`src/sv/sdr_pkg.sv`:
```
// shared types and constants for the soft-disk repulsion force block
// no dependencies; imported by every module of the block
package sdr_pkg;

    localparam int POS_W           = 24;
    localparam int IDX_W           = 9;
    localparam int CNT_W           = 10;
    localparam int STIFF_W         = 16;
    localparam int FORCE_W         = 40;
    localparam int CFG_IDX_W       = 3;
    localparam int CFG_DATA_W      = 24;

    localparam int POS_FRAC_BITS   = 16;
    localparam int STIFF_FRAC_BITS = 8;
    localparam int FORCE_FRAC_BITS = 16;
    localparam int FORCE_SHIFT     = STIFF_FRAC_BITS + POS_FRAC_BITS - FORCE_FRAC_BITS;

    localparam int D_W    = POS_W + 2;
    localparam int SQ_W   = 2 * POS_W;
    localparam int ROOT_W = POS_W;
    localparam int G_W    = STIFF_W + POS_W - FORCE_SHIFT;
    localparam int PROD_W = G_W + POS_W;
    localparam int TERM_W = G_W + 1;
    localparam int ACC_W  = G_W + IDX_W + 1;

    localparam logic signed [FORCE_W-1:0] FORCE_MAX = {1'b0, {(FORCE_W-1){1'b1}}};
    localparam logic signed [FORCE_W-1:0] FORCE_MIN = {1'b1, {(FORCE_W-1){1'b0}}};

    localparam logic REQ_WRITE = 1'b0;
    localparam logic REQ_QUERY = 1'b1;

    typedef enum logic [CFG_IDX_W-1:0] {
        CFG_BOX_WIDTH        = 3'd0,
        CFG_BOX_HEIGHT       = 3'd1,
        CFG_CONTACT_DISTANCE = 3'd2,
        CFG_STIFFNESS        = 3'd3,
        CFG_PARTICLE_COUNT   = 3'd4
    } cfg_reg_t;

    typedef struct packed {
        logic             req_type;
        logic [IDX_W-1:0] particle_index;
        logic [POS_W-1:0] pos_x;
        logic [POS_W-1:0] pos_y;
    } sdr_in_t;

    typedef struct packed {
        logic [IDX_W-1:0]          result_index;
        logic signed [FORCE_W-1:0] force_x;
        logic signed [FORCE_W-1:0] force_y;
    } sdr_out_t;

    typedef struct packed {
        logic             mem_write;
        logic             latch_query;
        logic             acc_clear;
        logic             rd_en;
        logic             rd_self;
        logic             latch_self;
        logic             issue;
        logic [CNT_W-1:0] rd_addr;
        logic             out_load;
    } sdr_cmd_t;

    typedef struct packed {
        logic             idx_ok;
        logic [CNT_W-1:0] n_eff;
        logic             busy;
        logic             out_full;
    } sdr_stat_t;

endpackage

```
`src/sv/sdr_ctrl.sv`:
```
// controller: accepts transfers, sequences the pair walk of a query, hands off the result
// depends on sdr_pkg
module sdr_ctrl
    import sdr_pkg::*;
(
    input  logic      aclk,
    input  logic      aresetn,
    input  logic      s_valid,
    input  logic      s_req_type,
    output logic      s_ready,
    input  logic      m_ready,
    input  sdr_stat_t stat,
    output sdr_cmd_t  cmd
);

    typedef enum logic [2:0] {
        ST_IDLE,
        ST_READ_SELF,
        ST_LATCH_SELF,
        ST_RUN,
        ST_DRAIN,
        ST_FINISH
    } state_t;

    state_t           state_reg, state_next;
    logic [CNT_W-1:0] j_reg, j_next;
    logic [CNT_W-1:0] j_inc;

    assign j_inc = j_reg + CNT_W'(1);

    always_comb begin
        state_next = state_reg;
        j_next     = j_reg;
        cmd        = '0;
        cmd.rd_addr = j_reg;
        s_ready    = 1'b0;
        case (state_reg)
            ST_IDLE: begin
                s_ready = 1'b1;
                if (s_valid) begin
                    if (s_req_type == REQ_WRITE) begin
                        cmd.mem_write = stat.idx_ok;
                    end else begin
                        cmd.latch_query = 1'b1;
                        cmd.acc_clear   = 1'b1;
                        state_next = stat.idx_ok ? ST_READ_SELF : ST_FINISH;
                    end
                end
            end
            ST_READ_SELF: begin
                cmd.rd_en   = 1'b1;
                cmd.rd_self = 1'b1;
                state_next  = ST_LATCH_SELF;
            end
            ST_LATCH_SELF: begin
                cmd.latch_self = 1'b1;
                j_next     = '0;
                state_next = (stat.n_eff == '0) ? ST_DRAIN : ST_RUN;
            end
            ST_RUN: begin
                cmd.rd_en = 1'b1;
                cmd.issue = 1'b1;
                j_next    = j_inc;
                if (j_inc == stat.n_eff) begin
                    state_next = ST_DRAIN;
                end
            end
            ST_DRAIN: begin
                if (!stat.busy) begin
                    state_next = ST_FINISH;
                end
            end
            ST_FINISH: begin
                if (!stat.out_full || m_ready) begin
                    cmd.out_load = 1'b1;
                    state_next   = ST_IDLE;
                end
            end
            default: begin
                state_next = ST_IDLE;
            end
        endcase
    end

    always_ff @(posedge aclk) begin
        if (!aresetn) begin
            state_reg <= ST_IDLE;
            j_reg     <= '0;
        end else begin
            state_reg <= state_next;
            j_reg     <= j_next;
        end
    end

`ifndef SYNTHESIS
    a_idle_quiet: assert property (@(posedge aclk) disable iff (!aresetn)
        (state_reg == ST_IDLE) |-> !stat.busy)
        else $error("pair pipeline busy while idle");
    a_issue_in_range: assert property (@(posedge aclk) disable iff (!aresetn)
        cmd.issue |-> (j_reg < stat.n_eff))
        else $error("pair issued beyond particle count");
    a_issue_busy: assert property (@(posedge aclk) disable iff (!aresetn)
        cmd.issue |=> stat.busy)
        else $error("issued pair not tracked as in flight");
    a_load_drained: assert property (@(posedge aclk) disable iff (!aresetn)
        cmd.out_load |-> !stat.busy)
        else $error("result loaded before sums complete");
`endif

endmodule

```
`config.mk`:
```
export PLATFORM = sky130hd
export DESIGN_NAME = sdr_ctrl
export DESIGN_NICKNAME = d
export VERILOG_FILES = /design/src/sv/sdr_pkg.sv /design/src/sv/sdr_ctrl.sv
export SDC_FILE = /design/constraint.sdc
export NUM_CORES = 1
export LEC_CHECK = 0
export CAP_MARGIN = 20
export CORE_UTILIZATION = 50
export CTS_CLUSTER_DIAMETER = 80
export CTS_CLUSTER_SIZE = 30
export DETAILED_ROUTE_END_ITERATION = 7
export DONT_BUFFER_PORTS = 1
export PLACE_DENSITY = 0.72
export SYNTH_ARGS = -nofsm -noshare
export SYNTH_HDL_FRONTEND = slang
export SYNTH_SLANG_ARGS = --single-unit
```
`constraint.sdc`:
```
create_clock -name aclk -period 1.63 [get_ports aclk]
set_input_delay 0.2445 -clock aclk [delete_from_list [all_inputs] [get_ports aclk]]
set_output_delay 0.2445 -clock aclk [all_outputs]
set_load 0.05 [all_outputs]
```
==> results of run 1 <==
## through the flow
step,utilization (%),setup slack (ns)
4_1_cts,74.6,-0.0689
3_5_place_dp,70.7,-0.122
3_3_place_gp,70.7,-0.0657
5_1_grt,79.0,-0.203
2_1_floorplan,-,-0.267
6_report,79.0,-0.0965
## cell type report
| cell class | count | share of cell area [%] |
|---|---|---|
| Sequential cell | 13 | 17.9 |
| Tap cell | 27 | 2.09 |
| Inverter | 3 | 0.698 |
| Timing Repair Buffer | 43 | 22.0 |
| Multi-Input combinational cell | 122 | 55.6 |
| Clock buffer | 4 | 1.63 |
## routing by layer
metal	track usage (%)	wire length (microns)
met1	37.5	1430
met2	45.5	1770
met3	5.25	316
met4	7.62	40
met5	0	0
## power by group
group / leakage [nW] / internal [mW] / switching (mW)
combinational: 0.519 / 0.374 / 0.628
sequential: 0.112 / 0.351 / 0.105
clock: 0.0150 / 0.0954 / 0.121
total: 0.647 / 0.820 / 0.855
## worst max-delay path, stage by stage (launching register included)
cell and delay, ns:
dfxtp_4 0.39, and4_4 0.22, nand4_1 0.18, xnor2_2 0.21, nor4b_4 0.31, a31oi_1 0.12, a31o_1 0.20
## final timing paths
kind                 start            to  slack [ns]  cells past startpoint
setup reg to reg  j_reg[3]  state_reg[1]        -0.1                      6
setup / recovery  j_reg[3]  state_reg[1]        -0.1                      6
hold / removal     aresetn      j_reg[5]        0.06                      1
hold reg to reg   j_reg[2]      j_reg[2]        0.60                      2
## synth_stat cells, drive strengths merged, types with 2 or more instances
cell,count
or3,2
nor2b,12
nand3,6
nor4,2
o21a,5
or4,2
nor2,6
a21oi,13
nor3,10
nand4,3
clkbuf,4
a31oi,2
nor3b,3
xor2,7
o21ai,11
and2,2
buf,7
dfxtp,13
nand2b,2
xnor2,3
and4,3
inv,3
nand2,15
## logic make-up (layout without fill, tap and decap cells)
group                      count (synthesis)  after routing  share of synthesized area (%)
muxes                                      1              1                          0.992
AOI/OAI and AO/OA                         37             37                           20.0
buffers and inverters                     14             50                           9.26
DFF                                       13             13                           22.9
and+or+nand+nor                           73             73                           38.0
xor gates and xnor gates                  10             10                           7.72
adders and majority gates                  1              1                           1.10
## cells in the final DEF (no fill, tap or decap), drive strengths merged, types with 4 or more instances in the layout
cell type,Yosys,final
buf,7,43
nand2,15,15
a21oi,13,13
dfxtp,13,13
nor2b,12,12
o21ai,11,11
nor3,10,10
xor2,7,7
nor2,6,6
nand3,6,6
o21a,5,5
clkbuf,4,4
## repair_timing
| item | 4_1_cts | 5_1_grt |
|---|---|---|
| setup buffers | 4 | 5 |
| resized for setup | 8 | 15 |
| endpoints found under the setup margin | 8 | 8 |
| cloned | 0 | 0 |
| pin swaps | 6 | 8 |
==> metrics.csv, run 1 <==
metric,value,unit
VDD IR max,1160,uV
# hold bufs at CTS,0,
Achievable Freq,0.579,GHz
core footprint,2040,sq um
max-slew violation count,0,
Area Overhead vs Synth,42.1,%
final hold violation count,0,
Area after DPL,1440,sq um
Mapped Cells,149,
io pins,37,
global-route wire length before repair,5330,microns
maxcap violations,0,
clk_skew,0.00185,ns
Area contributors post-synth,"dfxtp_1, nor2b_1, xor2_1",
Reg area,289,sq um
violated checks,setup timing,
Largest register FFs,10,
Syn Area/Cell,7.62,sq um
"Distinct cells, synth",44,
CP max FO,6,
multi-input logic area,897,sq um
Crit path required time,1.82,ns
clock sinks,13,
Slew @ Worst Pin,0.359,ns
Placement Rows,16,
worst setup margin,-0.0965,ns
mapped cell area,1130,sq um
worst setup path class,flip-flop to flip-flop,
Vias,1291,
layout cells sized above 1,45.9,%
Critical Path AT,1.91,ns
GRT Total Usage,28.0,%
H-tree levels,1,
Post-synth EDFFs,0,
fin crit share,106,%
Synth top area share,22.9,%
total iterations of the first detailed-routing run,4,
vias per cell,6.09,
Leakage,0.647,nW
Hold Path Class,primary input to flip-flop,
total chip power,1.68,mW
Fin Hold WS,0.0617,ns
Async SR Flop Fraction,0,%
Max-slew headroom,75.8,%
status,"complete, but fails checks",
pin count of the biggest net entering global routing,14,
Final min period,1.73,ns
initial antenna violation count,0,
die area,2460,sq um
hpwl dp,2390,microns
"area leader, netlist",dfxtp_1,
Total Wirelength,3550,microns
gpl congestion,0.936,
Final Setup Violations,4,
Inserted Clock Buffers,3,
fill cell count,149,
setup_tns,-0.158,ns
diodes inserted,0,
PD cells,1040,nW/um^2
Post-Place Cells,200,
remaining global-route overflow,0,
Initial Util,55.6,%
sequential area share after synthesis,22.9,%
clock latency on the worst-skew pair,0.29,ns
design area,1610,sq um
Clock Path Buffers,2,
syn_nets,168,
Routed Antenna Nets,0,
synth warn,0,
number of global-route vias before repair,1174,
wire per inst,16.7,microns
commonest register cell after synthesis,dfxtp_1,
CP Capture Type,flip-flop,
width of the die,49.6,microns
DRC,0,
initial drt markers,64,
RSZ-0062 raised after global routing,yes,
Die Span Y,49.6,microns
Worst-path clk slew,0.09,ns
Post-Layout Cell Count,212,
Yosys reg bits,13,
TritonCTS clock tree,done,
NumNets Final,205,
port bufs,0,
startpoint type of the worst setup path,flip-flop,
CTS root buf,clkbuf_4,
(Power assumes the default switching activity.)
==> run 2, diff against run 1 <==
--- a/config.mk
+++ b/config.mk
@@ -7,6 +7,7 @@
 export LEC_CHECK = 0
 export CAP_MARGIN = 20
 export CORE_UTILIZATION = 50
+export CTS_BUF_LIST = sky130_fd_sc_hd__clkbuf_4 sky130_fd_sc_hd__clkbuf_8 sky130_fd_sc_hd__clkbuf_16
 export CTS_CLUSTER_DIAMETER = 80
 export CTS_CLUSTER_SIZE = 30
 export DETAILED_ROUTE_END_ITERATION = 7
==> metrics.csv, run 2 (synthesis gave the netlist of run 1 again) <==
metric,value,unit
GRT Total Usage,27.8,%
RSZ-0062 raised after global routing,yes,
Routed Antenna Nets,0,
layout cells sized above 1,46.5,%
clock sinks,13,
Inserted Clock Buffers,3,
worst setup margin,-0.114,ns
total iterations of the first detailed-routing run,4,
CP top delay family,simple AND/OR/NAND/NOR gates,
Slew @ Worst Pin,0.343,ns
Crit path required time,1.82,ns
Critical Path AT,1.93,ns
Total Wirelength,3530,microns
critical-path cell list,and4_4 -> nand4_1 -> xnor2_2 -> nor4b_4 -> a31oi_1 -> a31o_1,
startpoint type of the worst setup path,flip-flop,
hold endpoint,j_reg[5],
Hold Path Origin,aresetn,
NumNets Final,205,
final hold violation count,0,
WP buf/inv,0,
Hold Path Depth,1,
"worst slack, placed",-0.122,ns
die area,2460,sq um
Fin Hold WS,0.0579,ns
crit path max-delay cell type,dfxtp_4,
maxcap violations,0,
clk_skew,0.00230,ns
wire per inst,16.6,microns
Max-slew headroom,76.9,%
setup_tns,-0.206,ns
Final min period,1.74,ns
VDD IR max,1160,uV
reg2reg end,state_reg[1],
Hold Path Class,primary input to flip-flop,
port bufs,0,
Slowest Stage Delay on Critical Path,0.39,ns
hpwl dp,2390,microns
diodes inserted,0,
Area after DPL,1440,sq um
R2R depth,6,
vias per cell,5.99,
total chip power,1.69,mW
Final Setup Violations,4,
design area,1620,sq um
number of global-route vias before repair,1153,
"most common cell after layout, fill and taps aside",buf_4,
Achievable Freq,0.573,GHz
Initial Util,55.6,%
PD cells,1050,nW/um^2
Worst-path clk slew,0.08,ns
fin crit share,107,%
r2r startpoint,j_reg[3],
initial antenna violation count,0,
# hold bufs at CTS,0,
initial drt markers,52,
Vias,1270,
CP max FO,6,
global-route wire length before repair,5290,microns
clock latency on the worst-skew pair,0.29,ns
TritonCTS clock tree,done,
pin count of the biggest net entering global routing,14,
gpl congestion,0.936,
DRC,0,
remaining global-route overflow,0,
H-tree levels,1,
violated checks,setup timing,
CTS root buf,clkbuf_4,
max-slew violation count,0,
Area Overhead vs Synth,42.4,%
CP Capture Type,flip-flop,
Leakage,0.650,nW
Placement Rows,16,
Largest register FFs,10,
Clock Path Buffers,2,
"setup slack, reg-to-reg",-0.11,ns
io pins,37,
worst setup path class,flip-flop to flip-flop,
status,"complete, but fails checks",
width of the die,49.6,microns
most frequent cells in the layout,"buf_4, nand2_1, a21oi_1",
core footprint,2040,sq um
Die Span Y,49.6,microns
==> run 2: repair_timing <==
item / in CTS / in global routing
pin swaps: 6 / 8
setup endpoints to repair: 8 / 8
setup buffers: 4 / 5
resized for setup: 8 / 15
==> run 2: worst max-delay path by stage <==
stage	to	startpoint	depth (start not counted)	slack, ns
6_report	state_reg[1]	j_reg[3]	6	-0.11
5_1_grt	state_reg[1]	j_reg[0]	7	-0.20
4_1_cts	state_reg[1]	j_reg[3]	6	-0.07
3_5_place_dp	state_reg[0]	stat[6]	6	-0.12
3_3_place_gp	state_reg[0]	stat[6]	6	-0.07
2_1_floorplan	cmd[17]	state_reg[0]	5	-0.27
==> run 2: metrics by stage <==
step | utilization (%) | std cells
6_report | 79.2 | 212
4_1_cts | 74.8 | 208
2_1_floorplan | - | 149
3_3_place_gp | 70.7 | 200
5_1_grt | 79.2 | 212
3_5_place_dp | 70.7 | 200
==> run 2: area by class of cell <==
| cell class | instances | area, sq um |
|---|---|---|
| multi-input combinational | 122 | 897 |
| fill | 147 | 425 |
| timing repair buffer | 43 | 355 |
| clock buffer | 4 | 30.0 |
| tap | 27 | 33.8 |
| inverter | 3 | 11.3 |
| sequential | 13 | 289 |
==> run 2: worst reg2reg max path: cells and delay by family, from the launching register on <==
family | cells | cell delay (ns)
flip-flops | 1 | 0.39
XOR/XNOR | 1 | 0.21
AND/OR/NAND/NOR | 3 | 0.72
AO/OA/AOI/OAI | 2 | 0.32
==> run 2: where the power goes <==
group	internal [mW]	total, mW	switching (mW)
Combinational	0.374	1.00	0.626
Clock	0.112	0.234	0.121
Sequential	0.351	0.457	0.106
Total	0.837	1.69	0.853
==> run 2: routing by layer <==
metal  share of wire (%)  up-vias  track usage [%]
met1                  41      588             37.1
met4                0.62        0             6.19
li1                    -      606                -
met3                 8.2        4             5.25
met5                   0        -                0
met2                  50       72             45.9
==> run 3, diff against run 2 <==
--- a/config.mk
+++ b/config.mk
@@ -13,6 +13,7 @@
 export DETAILED_ROUTE_END_ITERATION = 7
 export DONT_BUFFER_PORTS = 1
 export PLACE_DENSITY = 0.72
+export SKIP_LAST_GASP = 1
 export SYNTH_ARGS = -nofsm -noshare
 export SYNTH_HDL_FRONTEND = slang
 export SYNTH_SLANG_ARGS = --single-unit
==> metrics.csv, run 3 (synthesis gave the netlist of run 1 again) <==
metric,value,unit
initial drt markers,59,
setup_tns,-0.283,ns
crit path max-delay cell type,dfxtp_4,
Initial Util,55.6,%
startpoint type of the worst setup path,flip-flop,
CP Capture Type,flip-flop,
met1 Use GR,37.1,%
pin count of the biggest net entering global routing,14,
Leakage,0.654,nW
Area Overhead vs Synth,43.7,%
Achievable Freq,0.563,GHz
Crit path required time,1.81,ns
Slowest Stage Delay on Critical Path,0.39,ns
critical-path cell list,and4_4 -> nand4_1 -> xnor2_2 -> nor4b_4 -> a31oi_1 -> a31o_1,
busiest layer in global routing,met2,
Largest register FFs,10,
number of global-route vias before repair,1149,
H-tree levels,1,
violated checks,setup timing,
layout cells sized above 1,47.1,%
Crit. Startpoint,j_reg[3],
hpwl dp,2390,microns
die area,2460,sq um
vias per cell,6.04,
Vias,1305,
width of the die,49.6,microns
Critical Path AT,1.95,ns
wire per inst,17.2,microns
# hold bufs at CTS,0,
Fin Hold WS,0.0740,ns
NumNets Final,209,
fill cell count,138,
"most common cell after layout, fill and taps aside",buf_4,
total iterations of the first detailed-routing run,4,
Clock Path Buffers,2,
CP top delay family,simple AND/OR/NAND/NOR gates,
clock sinks,13,
Inserted Clock Buffers,3,
status,"complete, but fails checks",
Hold Path Origin,aresetn,
Total Wirelength,3720,microns
maxcap violations,0,
Routed Antenna Nets,0,
M2 GR Usage,45.7,%
"worst slack, placed",-0.122,ns
CP max FO,6,
Post-Route Utilization,79.8,%
clk_skew,0.00287,ns
r2r startpoint,j_reg[3],
DRC,0,
worst setup margin,-0.147,ns
port bufs,0,
max-slew violation count,0,
design area,1630,sq um
Slew @ Worst Pin,0.370,ns
initial antenna violation count,0,
core footprint,2040,sq um
Reg area,289,sq um
Final Setup Violations,3,
TritonCTS clock tree,done,
fin crit share,109,%
gpl congestion,0.936,
"setup slack, reg-to-reg",-0.15,ns
RSZ-0062 raised after global routing,yes,
diodes inserted,0,
PD cells,1030,nW/um^2
multi-input logic area,885,sq um
GRT Total Usage,27.8,%
Worst-path clk slew,0.08,ns
worst setup path class,flip-flop to flip-flop,
final hold violation count,0,
Hold Path Class,primary input to flip-flop,
remaining global-route overflow,0,
Placement Rows,16,
CTS root buf,clkbuf_4,
Max-slew headroom,75.1,%
GR Util met3,5.25,%
global-route wire length before repair,5270,microns
Area after DPL,1440,sq um
io pins,37,
Die Span Y,49.6,microns
clock latency on the worst-skew pair,0.28,ns
Final min period,1.78,ns
WP buf/inv,0,
most frequent cells in the layout,"buf_4, nand2_1, nor2b_1, a21oi_1, o21ai_0",
VDD IR max,1220,uV
run 3: cell types whose count changed in the layout (fill, tap and decap cells not counted), sizes merged:
| cell | previous run | this run |
|---|---|---|
| buf | 43 | 47 |
run 3: layer usage:
metal  vias to the layer above  share of wire, %
met5                         -                 0
met4                         0               1.4
met3                         6               8.0
met2                        62                50
met1                       622                41
li1                        615                 -
run 3: per-stage QoR:
stage | instances | power [mW]
4_1_cts | 208 | 1.62
3_3_place_gp | 200 | 1.36
2_1_floorplan | 149 | 1.19
3_5_place_dp | 200 | 1.38
6_report | 216 | 1.69
5_1_grt | 216 | 1.76
run 3: cell type report:
cell class / count / area share [%]
Sequential cell: 13 / 17.7
Multi-Input combinational cell: 122 / 54.3
Clock buffer: 4 / 1.84
Timing Repair Buffer: 47 / 23.4
Inverter: 3 / 0.691
Tap cell: 27 / 2.07
run 3: repair_timing:
action / 4_1_cts / 5_1_grt
pin swaps: 6 / 8
buffers inserted: 4 / 9
resized for setup: 7 / 12
cloned: 0 / 0
endpoints found under the setup margin: 8 / 8
run 3: worst paths after layout:
kind	depth (start not counted)	to
max	6	state_reg[1]
min	1	j_reg[5]
max reg2reg	6	state_reg[1]
min reg2reg	2	j_reg[2]
run 3: worst reg2reg max path, delay by kind of cell (launching register included):
family           cells  cell delay [ns]
AND/OR/NAND/NOR      3             0.73
flip-flops           1             0.39
AO/OA/AOI/OAI        2             0.34
XOR/XNOR             1             0.21
run 3: where the power goes:
group	switching, mW	total [mW]	internal [mW]
registers	0.0995	0.450	0.351
logic	0.635	1.01	0.377
clock network	0.112	0.224	0.112
total	0.847	1.69	0.839
